==> src/hw/rtl/causal_2d_iir_image_filter_macros.svh <==
// Assertion macros shared by the causal 2D IIR filter RTL.
// Needs clk and rst_n in the scope of each use; empty when SYNTH is set.
`ifndef CAUSAL_2D_IIR_IMAGE_FILTER_MACROS_SVH
`define CAUSAL_2D_IIR_IMAGE_FILTER_MACROS_SVH
`ifndef SYNTH
// same-cycle implication
`define C2D_ASSERT_IMP(label, ante, cons) \
  label: assert property (@(posedge clk) disable iff (!rst_n) (ante) |-> (cons)) \
    else $error("c2d: same-cycle check failed");
// next-cycle implication
`define C2D_ASSERT_NXT(label, ante, cons) \
  label: assert property (@(posedge clk) disable iff (!rst_n) (ante) |=> (cons)) \
    else $error("c2d: next-cycle check failed");
`else
`define C2D_ASSERT_IMP(label, ante, cons)
`define C2D_ASSERT_NXT(label, ante, cons)
`endif
`endif

==> src/hw/rtl/c2d_pkg.sv <==
// Shared types and constants for the causal 2D IIR image filter.
// No dependencies.
`timescale 1ns / 1ps

package c2d_pkg;

  localparam int unsigned PIX_W     = 8;
  localparam int unsigned LW_W      = 11;
  localparam int unsigned COEF_W    = 18;
  localparam int unsigned ST_W      = 32;
  localparam int unsigned FRAC_W    = 16;
  localparam int unsigned CFG_IDX_W = 3;

  // register indexes of the configuration port
  typedef enum logic [CFG_IDX_W-1:0] {
    REG_LINE_WIDTH  = 3'd0,
    REG_COEF_CENTER = 3'd1,
    REG_COEF_LEFT   = 3'd2,
    REG_COEF_UP     = 3'd3,
    REG_COEF_DIAG   = 3'd4
  } cfg_reg_t;

  // reset values (coefficients Q2.16)
  localparam logic [LW_W-1:0]   LINE_WIDTH_RST  = 11'd256;
  localparam logic [COEF_W-1:0] COEF_CENTER_RST = 18'd655;
  localparam logic [COEF_W-1:0] COEF_LEFT_RST   = 18'd58982;
  localparam logic [COEF_W-1:0] COEF_UP_RST     = 18'd58982;
  localparam logic [COEF_W-1:0] COEF_DIAG_RST   = 18'h3_30A4; // -53084

  localparam logic [PIX_W-1:0]  PIX_MAX = 8'd255;

  // configuration as seen by the datapath; coefficients are two's complement
  typedef struct packed {
    logic [LW_W-1:0]   line_width;
    logic [COEF_W-1:0] coef_center;
    logic [COEF_W-1:0] coef_left;
    logic [COEF_W-1:0] coef_up;
    logic [COEF_W-1:0] coef_diag;
  } c2d_cfg_t;

endpackage

==> src/hw/rtl/c2d_cfg_regs.sv <==
// Configuration register bank: line width and the four Q2.16 coefficients.
// Depends on c2d_pkg.
`timescale 1ns / 1ps

module c2d_cfg_regs import c2d_pkg::*; (
  input  logic                 clk,
  input  logic                 rst_n,
  input  logic                 cfg_we,
  input  logic [CFG_IDX_W-1:0] cfg_index,
  input  logic [COEF_W-1:0]    cfg_wdata,
  output c2d_cfg_t             cfg
);

  c2d_cfg_t cfg_r;
  c2d_cfg_t cfg_nxt;

  // decode the write; unknown indexes are dropped
  always_comb begin
    cfg_nxt = cfg_r;
    if (cfg_we) begin
      case (cfg_reg_t'(cfg_index))
        REG_LINE_WIDTH:  cfg_nxt.line_width  = cfg_wdata[LW_W-1:0];
        REG_COEF_CENTER: cfg_nxt.coef_center = cfg_wdata;
        REG_COEF_LEFT:   cfg_nxt.coef_left   = cfg_wdata;
        REG_COEF_UP:     cfg_nxt.coef_up     = cfg_wdata;
        REG_COEF_DIAG:   cfg_nxt.coef_diag   = cfg_wdata;
        default:         cfg_nxt = cfg_r;
      endcase
    end
  end

  always_ff @(posedge clk) begin
    if (!rst_n) begin
      cfg_r.line_width  <= LINE_WIDTH_RST;
      cfg_r.coef_center <= COEF_CENTER_RST;
      cfg_r.coef_left   <= COEF_LEFT_RST;
      cfg_r.coef_up     <= COEF_UP_RST;
      cfg_r.coef_diag   <= COEF_DIAG_RST;
    end else begin
      cfg_r <= cfg_nxt;
    end
  end

  assign cfg = cfg_r;

endmodule

==> config.mk <==
export PLATFORM = sky130hd
export DESIGN_NAME = c2d_cfg_regs
export DESIGN_NICKNAME = d
export VERILOG_FILES = /design/src/hw/rtl/causal_2d_iir_image_filter_macros.svh /design/src/hw/rtl/c2d_pkg.sv /design/src/hw/rtl/c2d_cfg_regs.sv
export SDC_FILE = /design/constraint.sdc
export NUM_CORES = 1
export LEC_CHECK = 0
export BUFFER_PORTS_ARGS = -buffer_cell sky130_fd_sc_hd__buf_4
export CAP_MARGIN = 15
export CORE_MARGIN = 2
export CORE_UTILIZATION = 50
export CTS_CLUSTER_DIAMETER = 100
export DETAILED_ROUTE_END_ITERATION = 10
export GPL_ROUTABILITY_DRIVEN = 0
export PLACE_DENSITY = 0.79
export SYNTH_ARGS = -nofsm -noshare
export SYNTH_HDL_FRONTEND = slang
export SYNTH_SLANG_ARGS = --single-unit
==> constraint.sdc <==
create_clock -name clk -period 1.3 [get_ports clk]
set_input_delay 0.065 -clock clk [delete_from_list [all_inputs] [get_ports clk]]
set_output_delay 0.065 -clock clk [all_outputs]
set_load 0.02 [all_outputs]
Yosys cells after proc, flatten, opt, wreduce, memory -nomap -nowiden
Index checks and enable logic that the tools add are counted.
Widths: inputs -> output; s select.
{"block": "totals", "out_inout_bits": 83, "regBits": 83}
{"block": "op_classes", "eq_ne": 4, "n_reduce_logical": 6}
{"cell": "$reduce_and 2->1", "n": 5}
{"cell": "$eq 3x2->1 const B", "n": 2}
{"cell": "$eq 3x1->1 const B", "n": 1}
{"cell": "$eq 3x3->1 const B", "n": 1}
{"cell": "$logic_not 3->1", "n": 1}

Longest topological paths before layout
Gate-level depths: netlist (run 1).
{"block": "logic_depth", "ltp_word": 2, "ltp_mapped": 5, "ltp_nobuf": 2}

Worst setup path before layout (run 1)
No wires, ideal clock.
{"block": "synth_path", "kind": "in2reg", "start": "in cfg_index[0]", "end": "reg cfg_r, in the netlist cfg[76]", "stages": 3, "path_buffers": 1, "arrival_ps": 859, "setup_slack_ps": 319, "cell_sequence": "or4b_1 -> buf_6 -> mux2i_1"}
{"block": "synth_via", "elab_chain_cells": 2}
{"item": "from (decl)", "line": "c2d_cfg_regs.sv:9", "text": "input logic [CFG_IDX_W-1:0] cfg_index,"}
{"item": "$logic_not 3->1", "line": "c2d_cfg_regs.sv:21", "text": "case (cfg_reg_t'(cfg_index))"}
{"item": "$reduce_and 2->1 (no line)"}
{"item": "to (signal assigned)", "line": "c2d_cfg_regs.sv:40", "text": "cfg_r <= cfg_nxt;"}
{"item": "to (decl)", "line": "c2d_cfg_regs.sv:14", "text": "c2d_cfg_t cfg_r;"}
Every way passes these cells.
A chain may end at the register's enable or synchronous reset.

==> load_flow_metrics.sql, run 1 <==
INSERT INTO impl_metrics (metric_group, metric, value, unit) VALUES
('status', 'status', 'complete, no violations', ''),
('detailed_routing', 'drt_wl_total', '7.764', 'mm'),
('timing', 'final_period_minus_worst_setup_slack', '963.1', 'ps'),
('global_route', 'sum_of_overflow_across_all_layers_after_global_routing', '0', ''),
('detailed_routing', 'avgViaCountPerCell', '4.923', ''),
('worst_setup_path', 'critical_path_arrival', '1180', 'ps'),
('worst_setup_path', 'timing.critical_path.slowest_stage_cell', 'sky130_fd_sc_hd__dlygate4sd3_1', ''),
('worst_setup_path', 'critical_path.startpoint_type', 'input port', ''),
('detailed_routing', 'drt-initial-drc-count', '74', ''),
('min_path', 'min_path_type', 'in -> reg', ''),
('detailed_routing', 'drt_pre_antenna_iters', '4', ''),
('worst_setup_path', 'criticalPathCategory', 'in -> reg', ''),
('clock_tree', 'cts_tree', 'built', ''),
('worst_setup_path', 'required', '1520', 'ps'),
('floorplan', 'io_pins', '107', ''),
('synth', 'netlist-cell-type-count', '13', ''),
('clock_tree', 'numClockSinks', '83', ''),
('clock_tree', 'tritoncts.num_buffers', '9', ''),
('timing', 'max_freq', '1038', 'MHz'),
('worst_setup_path', 'worst-r2r-cell-count', '2', ''),
('clock_tree', 'ctsRootBufferMaster', 'sky130_fd_sc_hd__clkbuf_8', ''),
('worst_setup_path', 'worst-r2r-setup-slack', '650', 'ps'),
('timing', 'setup_viol_count_final', '0', ''),
('worst_setup_path', 'endpoint_kind', 'flip-flop', ''),
('floorplan', 'die-area', '7186', 'um2'),
('synth', 'avgSynthCellArea', '10.39', 'um2'),
('floorplan', 'die_height', '84.77', 'um'),
('floorplan', 'placementRows', '29', ''),
('global_route', 'grt_max_degree', '59', ''),
('synth', 'cells_taking_the_most_area_after_synthesis', 'sky130_fd_sc_hd__dfxtp_1, sky130_fd_sc_hd__mux2i_1, sky130_fd_sc_hd__nor2b_1, sky130_fd_sc_hd__nand2_1, sky130_fd_sc_hd__buf_2', ''),
('finish', 'storage_cell_area', '1662', 'um2'),
('worst_setup_path', 'critical-path-max-stage-delay', '550', 'ps'),
('clock_tree', 'clk_pin_slew', '80', 'ps'),
('finish', 'finish.net_count', '450', ''),
('finish', 'syn_to_final_growth', '36.02', '%'),
('min_path', 'hold_path_startpoint', 'cfg_wdata[16]', ''),
('synth', 'synth_warnings', '0', ''),
('clock_tree', 'max-clock-path-buffers', '2', ''),
('timing', 'timing.slew.headroom', '0.7485', ''),
('power', 'max-vdd-ir-drop', '1031', 'uV'),
('place', 'port_buffers', '106', ''),
('global_route', 'global_route.usage.total', '0.2174', ''),
('synth', 'ys.flop_type', 'sky130_fd_sc_hd__dfxtp_1', ''),
('synth', 'synth.largest_area_cell', 'sky130_fd_sc_hd__dfxtp_1', ''),
('global_route', 'antenna_violations_before_repair', '0', ''),
('synth', 'ys_seq_elements', '83', ''),
('synth', 'synth_nets', '338', ''),
('global_route', 'first_global_vias', '2502', ''),
('detailed_routing', 'vias', '2496', ''),
('finish', 'largest_register_ffs', '83', ''),
('place', 'dp.final_hpwl', '5.393', 'mm'),
('timing', 'finalClockSkew', '0', 'ps'),
('min_path', 'worstHoldEndpoint', 'cfg[16]', ''),
('synth', 'number_of_enable_flip_flop_cells_after_synthesis', '0', ''),
('power', 'leakagePower', '2.101', 'nW'),
('finish', 'fill_cells', '497', ''),
('timing', 'slew_violations', '0', ''),
('worst_setup_path', 'path_max_fanout', '4', ''),
('synth', 'synth_top_cell_area_share', '0.5094', ''),
('finish', 'multi_input_area', '1478', 'um2'),
('detailed_routing', 'post_drt_wl_per_cell', '15.31', 'um'),
('synth', 'ys_seq_area_frac', '0.5094', ''),
('synth', 'synth_common_cells', 'sky130_fd_sc_hd__dfxtp_1, sky130_fd_sc_hd__mux2i_1, sky130_fd_sc_hd__nand2_1', ''),
('finish', 'antenna_cells_inserted', '0', ''),
('synth', 'async_reset_ff_frac', '0', ''),
('power', 'pwr_density_cell', '1190', 'nW/um2'),
('place', 'post-place-ws', '120.3', 'ps'),
('synth', 'post_synth_inst_count', '314', ''),
('timing', 'rsz0062_at_grt', 'false', ''),
('timing', 'setup_ws', '336.9', 'ps'),
('timing', 'final.period_utilization', '0.7409', '');
[cells by family (layout without fill, tap and decap cells)]
| logic type | count (synthesis) | count (layout) | synth area share |
|---|---|---|---|
| buffers and inverters | 23 | 139 | 0.03759 |
| multiplexers | 83 | 83 | 0.2547 |
| AND/OR/NAND/NOR | 125 | 125 | 0.1983 |
| flip-flops | 83 | 83 | 0.5094 |
[timing repair]
action	in CTS	in global routing
gates resized for setup	0	0
hold buffers	6	0
endpoints found under the hold margin	9	0
[layer usage]
| metal | wire [um] | global-route usage |
|---|---|---|
| met5 | 0 | 0 |
| met4 | 164 | 0.09091 |
| met3 | 379 | 0.04523 |
| met2 | 3787 | 0.3622 |
| met1 | 3432 | 0.2741 |
[cell type report]
cell class	instances	area share
Tap cell	77	0.02171
Timing Repair Buffer	124	0.2188
Clock buffer	10	0.02876
Sequential cell	83	0.3745
Clock inverter	5	0.02312
Multi-Input combinational cell	208	0.3331
[cells in the final DEF (no fill, tap or decap)]
cell / n
sky130_fd_sc_hd__buf_4: 116
sky130_fd_sc_hd__mux2i_1: 83
sky130_fd_sc_hd__dfxtp_1: 83
sky130_fd_sc_hd__nand2_1: 69
sky130_fd_sc_hd__nor2b_1: 48
sky130_fd_sc_hd__clkbuf_8: 9
sky130_fd_sc_hd__dlygate4sd3_1: 6
sky130_fd_sc_hd__and4bb_2: 3
sky130_fd_sc_hd__bufinv_16: 3
sky130_fd_sc_hd__nand4bb_1: 2
sky130_fd_sc_hd__buf_12: 2
sky130_fd_sc_hd__nand4b_1: 1
sky130_fd_sc_hd__or4b_1: 1
sky130_fd_sc_hd__nor4b_1: 1
sky130_fd_sc_hd__clkinvlp_4: 1
sky130_fd_sc_hd__clkinv_2: 1
sky130_fd_sc_hd__clkbuf_1: 1
[how the worst max path moves through the flow]
stage | from | to | slack [ps] | depth (start not counted)
4_1_cts | cfg[64] | cfg[64] | 360 | 1
2_1_floorplan | cfg_index[0] | cfg[76] | 320 | 3
5_1_grt | cfg_wdata[2] | cfg[56] | 310 | 4
3_5_place_dp | cfg_index[0] | cfg[73] | 120 | 4
6_report | cfg_wdata[2] | cfg[56] | 340 | 4
3_3_place_gp | cfg_index[0] | cfg[82] | 130 | 4
[through the flow]
stage	hold WS [ps]	power, mW	cells	instance area, um2	utilization
floorplan	207.1	2.961	314	3262	-
global placement	341.5	3.169	486	4146	0.6568
detailed placement	341.4	3.177	486	4146	0.6568
CTS	0.4676	5.320	507	4437	0.7027
global route	2.099	5.459	507	4437	0.7027
finish	1.675	5.278	507	4437	0.7027
[power by group]
group | leakage [nW] | internal, mW | switching (mW)
combinational | 1.32 | 0.237 | 0.267
sequential | 0.673 | 2.60 | 0.0316
clock | 0.112 | 1.26 | 0.882
total | 2.10 | 4.10 | 1.18
[worst max-delay path: cells and delay by family]
| family | cells | cell delay (ps) |
|---|---|---|
| multiplexers | 1 | 130 |
| buffers and inverters | 2 | 700 |
| AND/OR/NAND/NOR | 1 | 290 |
Power figures use the tool's default switching activity.
==> run 2, diff against run 1 <==
==> constraint.sdc (replaced) <==
create_clock -name clk -period 0.9 [get_ports clk]
set_input_delay 0.045 -clock clk [delete_from_list [all_inputs] [get_ports clk]]
set_output_delay 0.045 -clock clk [all_outputs]
set_load 0.02 [all_outputs]
==> load_flow_metrics.sql, run 2 (synthesized netlist as in run 1, its figures left out) <==
INSERT INTO impl_metrics (metric_group, metric, value, unit) VALUES
('status', 'status', 'complete, no violations', ''),
('floorplan', 'die_height', '84.77', 'um'),
('detailed_routing', 'drcViolationCount', '0', ''),
('finish', 'layout.cells.most_common', 'sky130_fd_sc_hd__buf_4', ''),
('timing', 'setup_viol_count_final', '0', ''),
('global_route', 'grt_max_degree', '35', ''),
('worst_setup_path', 'timing.critical_path.slowest_stage_cell', 'sky130_fd_sc_hd__dfxtp_1', ''),
('clock_tree', 'numClockSinks', '83', ''),
('clock_tree', 'cts_tree', 'built', ''),
('min_path', 'min_path_type', 'in -> reg', ''),
('detailed_routing', 'post_drt_wl_per_cell', '15.51', 'um'),
('clock_tree', 'max-clock-path-buffers', '2', ''),
('detailed_routing', 'drt-initial-drc-count', '60', ''),
('finish', 'layout.cell_area.non_filler', '4627', 'um2'),
('timing', 'final_period_minus_worst_setup_slack', '877.5', 'ps'),
('clock_tree', 'tritoncts.num_buffers', '9', ''),
('place', 'port_buffers', '106', ''),
('flow_run', 'maxCapViolCount', '0', ''),
('timing', 'max_freq', '1140', 'MHz'),
('floorplan', 'io_pins', '107', ''),
('worst_setup_path', 'path_max_fanout', '2', ''),
('finish', 'antenna_cells_inserted', '0', ''),
('timing', 'slew_violations', '0', ''),
('global_route', 'global_route_wire_length_before_repair', '12.57', 'mm'),
('detailed_routing', 'route.antenna.remaining_nets', '0', ''),
('detailed_routing', 'drt_pre_antenna_iters', '4', ''),
('worst_setup_path', 'crit_path_cell_trace', 'buf_4', ''),
('finish', 'syn_to_final_growth', '41.85', '%'),
('worst_setup_path', 'critical-path-max-stage-delay', '350', 'ps'),
('worst_setup_path', 'endpoint_kind', 'output pin', ''),
('finish', 'mostFrequentLayoutCells', 'sky130_fd_sc_hd__buf_4, sky130_fd_sc_hd__mux2i_1, sky130_fd_sc_hd__nand2_1, sky130_fd_sc_hd__dfxtp_2, sky130_fd_sc_hd__nor2b_1', ''),
('timing', 'timing.slew.headroom', '0.7376', ''),
('clock_tree', 'ctsRootBufferMaster', 'sky130_fd_sc_hd__clkbuf_8', ''),
('timing', 'final.period_utilization', '0.9750', ''),
('clock_tree', 'cts_htree_levels', '3', ''),
('floorplan', 'die-area', '7186', 'um2'),
('detailed_routing', 'vias', '2600', ''),
('finish', 'finish.net_count', '463', ''),
('timing', 'final.hold.worst_slack', '7.857', 'ps'),
('clock_tree', 'worst_skew_pair.late_latency', '330', 'ps'),
('global_route', 'global_route.usage.total', '0.2190', ''),
('timing', 'worst_pin_slew', '392.9', 'ps'),
('power', 'pwr_density_cell', '1524', 'nW/um2'),
('global_route', 'first_global_vias', '2591', ''),
('worst_setup_path', 'critical_path.startpoint_type', 'flip-flop', ''),
('worst_setup_path', 'cp.buffers_inverters', '1', ''),
('timing', 'finalHoldViolCount', '0', ''),
('worst_setup_path', 'critical_path_arrival', '830', 'ps'),
('place', 'postPlaceCellArea', '4295', 'um2'),
('finish', 'largest_register_ffs', '83', ''),
('finish', 'post_route_cells_drive_above_1_share', '0.4482', ''),
('timing', 'finalClockSkew', '0', 'ps'),
('floorplan', 'core_region_area', '6314', 'um2'),
('floorplan', 'placementRows', '29', ''),
('worst_setup_path', 'criticalPathCategory', 'reg -> out', ''),
('global_route', 'sum_of_overflow_across_all_layers_after_global_routing', '0', ''),
('clock_tree', 'clk_pin_slew', '80', 'ps'),
('power', 'leakagePower', '2.159', 'nW'),
('place', 'dp.final_hpwl', '5.721', 'mm'),
('worst_setup_path', 'required', '850', 'ps'),
('floorplan', 'start_util', '0.5166', ''),
('global_route', 'antenna_violations_before_repair', '0', ''),
('power', 'max-vdd-ir-drop', '1303', 'uV'),
('detailed_routing', 'drt_wl_total', '8.079', 'mm'),
('floorplan', 'die-width', '84.77', 'um'),
('detailed_routing', 'avgViaCountPerCell', '4.990', ''),
('worst_setup_path', 'worst_path_dominant_cell_family', 'flip-flops', '');
==> run 2: through the flow <==
stage	instances	total power, mW	utilization	TNS, ps	worst slack, ps
floorplan	314	4.278	-	-385.1	-44.72
global placement	497	4.639	0.6803	-8031	-243.2
detailed placement	497	4.655	0.6803	-9728	-236.4
CTS	521	7.086	0.7220	0	1.444
global route	521	7.324	0.7329	-0.3783	-0.3783
finish	521	7.052	0.7329	0	22.51
==> run 2: report_power, final <==
group | internal, mW | leakage, nW | switching, mW
combinational | 0.399 | 1.40 | 0.406
clock | 1.16 | 0.0819 | 1.28
sequential | 3.76 | 0.679 | 0.0474
==> run 2: layout make-up <==
| cell class | instances | area [um2] |
|---|---|---|
| flip-flops and latches | 83 | 1725 |
| fillers | 482 | 1687 |
| multi-input cells | 208 | 1488 |
| repair buffers | 137 | 1136 |
| clock buffers | 13 | 158.9 |
| well taps | 77 | 96.34 |
| clock inverters | 3 | 22.52 |
==> run 2: path summary, 6_finish.rpt <==
kind | startpoint | end | slack (ps) | depth (start not counted)
setup / recovery | cfg[49] | cfg[49] | 20 | 1
hold / removal | cfg_wdata[12] | cfg[12] | 8 | 3
setup reg to reg | cfg[45] | cfg[45] | 240 | 2
hold reg to reg | cfg[67] | cfg[67] | 460 | 2
==> run 2: layer usage <==
layer,GRT usage,routed length (um)
met1,0.2670,3383
met2,0.3858,4211
met3,0.04720,398
met4,0.06782,86
met5,0,0
==> run 2: repair_timing <==
action                     4_1_cts  5_1_grt
gates resized for setup          1       51
hold endpoints to repair        13        0
setup endpoints to repair        1       52
setup buffers                    0        0
hold buffers                     8        0
==> run 3, diff against run 2 <==
--- a/config.mk
+++ b/config.mk
@@ -8,11 +8,11 @@
 export BUFFER_PORTS_ARGS = -buffer_cell sky130_fd_sc_hd__buf_4
 export CAP_MARGIN = 15
 export CORE_MARGIN = 2
-export CORE_UTILIZATION = 50
+export CORE_UTILIZATION = 54
 export CTS_CLUSTER_DIAMETER = 100
 export DETAILED_ROUTE_END_ITERATION = 10
 export GPL_ROUTABILITY_DRIVEN = 0
-export PLACE_DENSITY = 0.79
+export PLACE_DENSITY = 0.84
 export SYNTH_ARGS = -nofsm -noshare
 export SYNTH_HDL_FRONTEND = slang
 export SYNTH_SLANG_ARGS = --single-unit
==> constraint.sdc (replaced) <==
create_clock -name clk -period 1.04 [get_ports clk]
set_input_delay 0.052 -clock clk [delete_from_list [all_inputs] [get_ports clk]]
set_output_delay 0.052 -clock clk [all_outputs]
set_load 0.02 [all_outputs]
==> load_flow_metrics.sql, run 3 (synthesized netlist as in run 1, its figures left out) <==
INSERT INTO impl_metrics (metric_group, metric, value, unit) VALUES
('status', 'status', 'complete, no violations', ''),
('power', 'net-switching-power', '1.571', 'mW'),
('clock_tree', 'cts_setup_buffers', '0', ''),
('worst_setup_path', 'critical_path_arrival', '1170', 'ps'),
('timing', 'setup_viol_count_final', '0', ''),
('detailed_routing', 'drt-initial-drc-count', '80', ''),
('finish', 'layoutNonFillerInstCount', '524', ''),
('finish', 'syn_to_final_growth', '40.77', '%'),
('floorplan', 'core_region_area', '5886', 'um2'),
('floorplan', 'die-width', '81.72', 'um'),
('finish', 'layout.cell_area.non_filler', '4592', 'um2'),
('clock_tree', 'numClockSinks', '83', ''),
('power', 'clock_power_share', '0.365', ''),
('min_path', 'min_path_type', 'in -> reg', ''),
('place', 'place.detailed.instances', '493', ''),
('global_route', 'grt_max_degree', '35', ''),
('detailed_routing', 'drt_wl_total', '8.235', 'mm'),
('power', 'p_int', '4.711', 'mW'),
('floorplan', 'die_height', '81.72', 'um'),
('worst_setup_path', 'critical_path.startpoint_type', 'input port', ''),
('worst_setup_path', 'criticalPathCategory', 'in -> reg', ''),
('power', 'pwr_density_cell', '1368', 'nW/um2'),
('finish', 'mostFrequentLayoutCells', 'sky130_fd_sc_hd__buf_4, sky130_fd_sc_hd__mux2i_1, sky130_fd_sc_hd__dfxtp_1, sky130_fd_sc_hd__nand2_1, sky130_fd_sc_hd__nor2b_1', ''),
('timing', 'final.hold.worst_slack', '25.30', 'ps'),
('finish', 'multi_input_area', '1478', 'um2'),
('worst_setup_path', 'crit_path_cell_trace', 'dlygate4sd3_1 > buf_4 > nor2b_1 > mux2i_1', ''),
('clock_tree', 'cts-resized-gates', '0', ''),
('global_route', 'sum_of_overflow_across_all_layers_after_global_routing', '0', ''),
('worst_setup_path', 'reg2reg_to', 'cfg[40]', ''),
('global_route', 'first_global_vias', '2579', ''),
('clock_tree', 'ctsRootBufferMaster', 'sky130_fd_sc_hd__clkbuf_8', ''),
('finish', 'fill_cells', '406', ''),
('worst_setup_path', 'path_max_fanout', '4', ''),
('worst_setup_path', 'worst-r2r-cell-count', '2', ''),
('place', 'dp.final_hpwl', '5.645', 'mm'),
('finish', 'post_route_cells_drive_above_1_share', '0.3229', ''),
('clock_tree', 'cts_tree', 'built', ''),
('detailed_routing', 'avgViaCountPerCell', '5.006', ''),
('min_path', 'whs_path_depth', '3', ''),
('clock_tree', 'worst_skew_pair.late_latency', '340', 'ps'),
('timing', 'setup_ws', '92.20', 'ps'),
('finish', 'finalCoreUtilization', '0.7802', ''),
('timing', 'finalHoldViolCount', '0', ''),
('power', 'comb_power_share', '0.112', ''),
('detailed_routing', 'route.antenna.remaining_nets', '0', ''),
('detailed_routing', 'drcViolationCount', '0', ''),
('clock_tree', 'clk_pin_slew', '90', 'ps'),
('flow_run', 'maxCapViolCount', '0', ''),
('worst_setup_path', 'worst_r2r_startpoint', 'cfg[40]', ''),
('finish', 'layout.cells.most_common', 'sky130_fd_sc_hd__buf_4', ''),
('power', 'seqPwrFrac', '0.523', ''),
('place', 'postPlaceCellArea', '4249', 'um2'),
('timing', 'timing.slew.headroom', '0.7562', ''),
('timing', 'rsz0062_at_grt', 'false', ''),
('clock_tree', 'tritoncts.num_buffers', '9', ''),
('worst_setup_path', 'cp.buffers_inverters', '2', ''),
('min_path', 'worstHoldEndpoint', 'cfg[80]', ''),
('place', 'post-place-ws', '-96.21', 'ps'),
('global_route', 'antenna_violations_before_repair', '0', ''),
('power', 'max-vdd-ir-drop', '807.6', 'uV'),
('timing', 'max_freq', '1055', 'MHz'),
('timing', 'slew_violations', '0', ''),
('clock_tree', 'max-clock-path-buffers', '2', ''),
('clock_tree', 'cts_htree_levels', '3', ''),
('worst_setup_path', 'worst_path_dominant_cell_family', 'buffers and inverters', ''),
('finish', 'largest_register_ffs', '83', ''),
('worst_setup_path', 'worst-r2r-setup-slack', '380', 'ps'),
('worst_setup_path', 'required', '1260', 'ps'),
('detailed_routing', 'vias', '2623', ''),
('place', 'port_buffers', '106', ''),
('timing', 'final.period_utilization', '0.9113', ''),
('power', 'fin_total_pwr', '6.282', 'mW'),
('floorplan', 'io_pins', '107', ''),
('timing', 'worst_pin_slew', '365.0', 'ps'),
('worst_setup_path', 'critical-path-max-stage-delay', '540', 'ps'),
('detailed_routing', 'post_drt_wl_per_cell', '15.72', 'um'),
('global_route', 'global_route.usage.total', '0.2541', ''),
('min_path', 'hold_path_startpoint', 'cfg_wdata[8]', ''),
('power', 'leakagePower', '2.176', 'nW'),
('floorplan', 'die-area', '6678', 'um2'),
('timing', 'finalClockSkew', '0', 'ps'),
('finish', 'storage_cell_area', '1662', 'um2'),
('timing', 'final_period_minus_worst_setup_slack', '947.8', 'ps'),
('floorplan', 'placementRows', '28', ''),
('floorplan', 'start_util', '0.5542', ''),
('timing', 'final_total_negative_setup_slack', '0', 'ps'),
('finish', 'antenna_cells_inserted', '0', ''),
('finish', 'finish.net_count', '468', ''),
('detailed_routing', 'drt_pre_antenna_iters', '4', ''),
('worst_setup_path', 'endpoint_kind', 'flip-flop', ''),
('worst_setup_path', 'timing.critical_path.slowest_stage_cell', 'sky130_fd_sc_hd__dlygate4sd3_1', ''),
('power', 'swShare', '0.2501', ''),
('global_route', 'global_route_wire_length_before_repair', '12.69', 'mm');
## run 3: cell count changes in the layout (fill, tap and decap cells not counted), sizes merged
cell	delta
clkinvlp	-2
clkbuf	-3
buf	-2
bufinv	+1
clkinv	+3
inv	+1
dlygate4sd3	+7
## run 3: layer usage
layer | up-vias | track usage | share of wire
met5 | - | 0 | 0
met4 | 0 | 0.07833 | 0.0072
met3 | 5 | 0.06264 | 0.049
met2 | 65 | 0.4317 | 0.50
met1 | 1252 | 0.3176 | 0.44
li1 | 1301 | - | -
## run 3: worst max path at each step
stage / start / end / slack [ps] / cells past startpoint
2_1_floorplan: cfg_index[0] / cfg[76] / 70 / 3
3_3_place_gp: cfg_index[0] / cfg[76] / -90 / 4
3_5_place_dp: cfg_index[0] / cfg[76] / -100 / 4
4_1_cts: cfg[0] / cfg[0] / 110 / 1
5_1_grt: cfg_wdata[2] / cfg[56] / 80 / 4
6_report: cfg_wdata[2] / cfg[38] / 90 / 4
## run 3: area by class of cell
| class | instances | area share |
|---|---|---|
| flip-flops and latches | 83 | 0.3619 |
| multi-input cells | 208 | 0.3218 |
| repair buffers | 142 | 0.2540 |
| clock buffers | 10 | 0.02779 |
| well taps | 75 | 0.02044 |
| clock inverters | 6 | 0.01417 |
## run 3: worst register-to-register path: stages, from the launching register on
cell,delay (ps)
sky130_fd_sc_hd__dfxtp_1,330
sky130_fd_sc_hd__nand2_1,80
sky130_fd_sc_hd__mux2i_1,180
## run 3: what timing repair did
item	4_1_cts	5_1_grt
hold buffers	15	0
endpoints found under the setup margin	0	0
endpoints found under the hold margin	22	0
## run 3: power by group through the flow
stage	Combinational [mW]	Sequential (mW)	Clock (mW)
6_report	0.704	3.29	2.29
3_3_place_gp	0.639	3.36	0
3_5_place_dp	0.650	3.36	0
4_1_cts	0.700	3.29	2.32
5_1_grt	0.749	3.30	2.46
2_1_floorplan	0.260	3.44	0
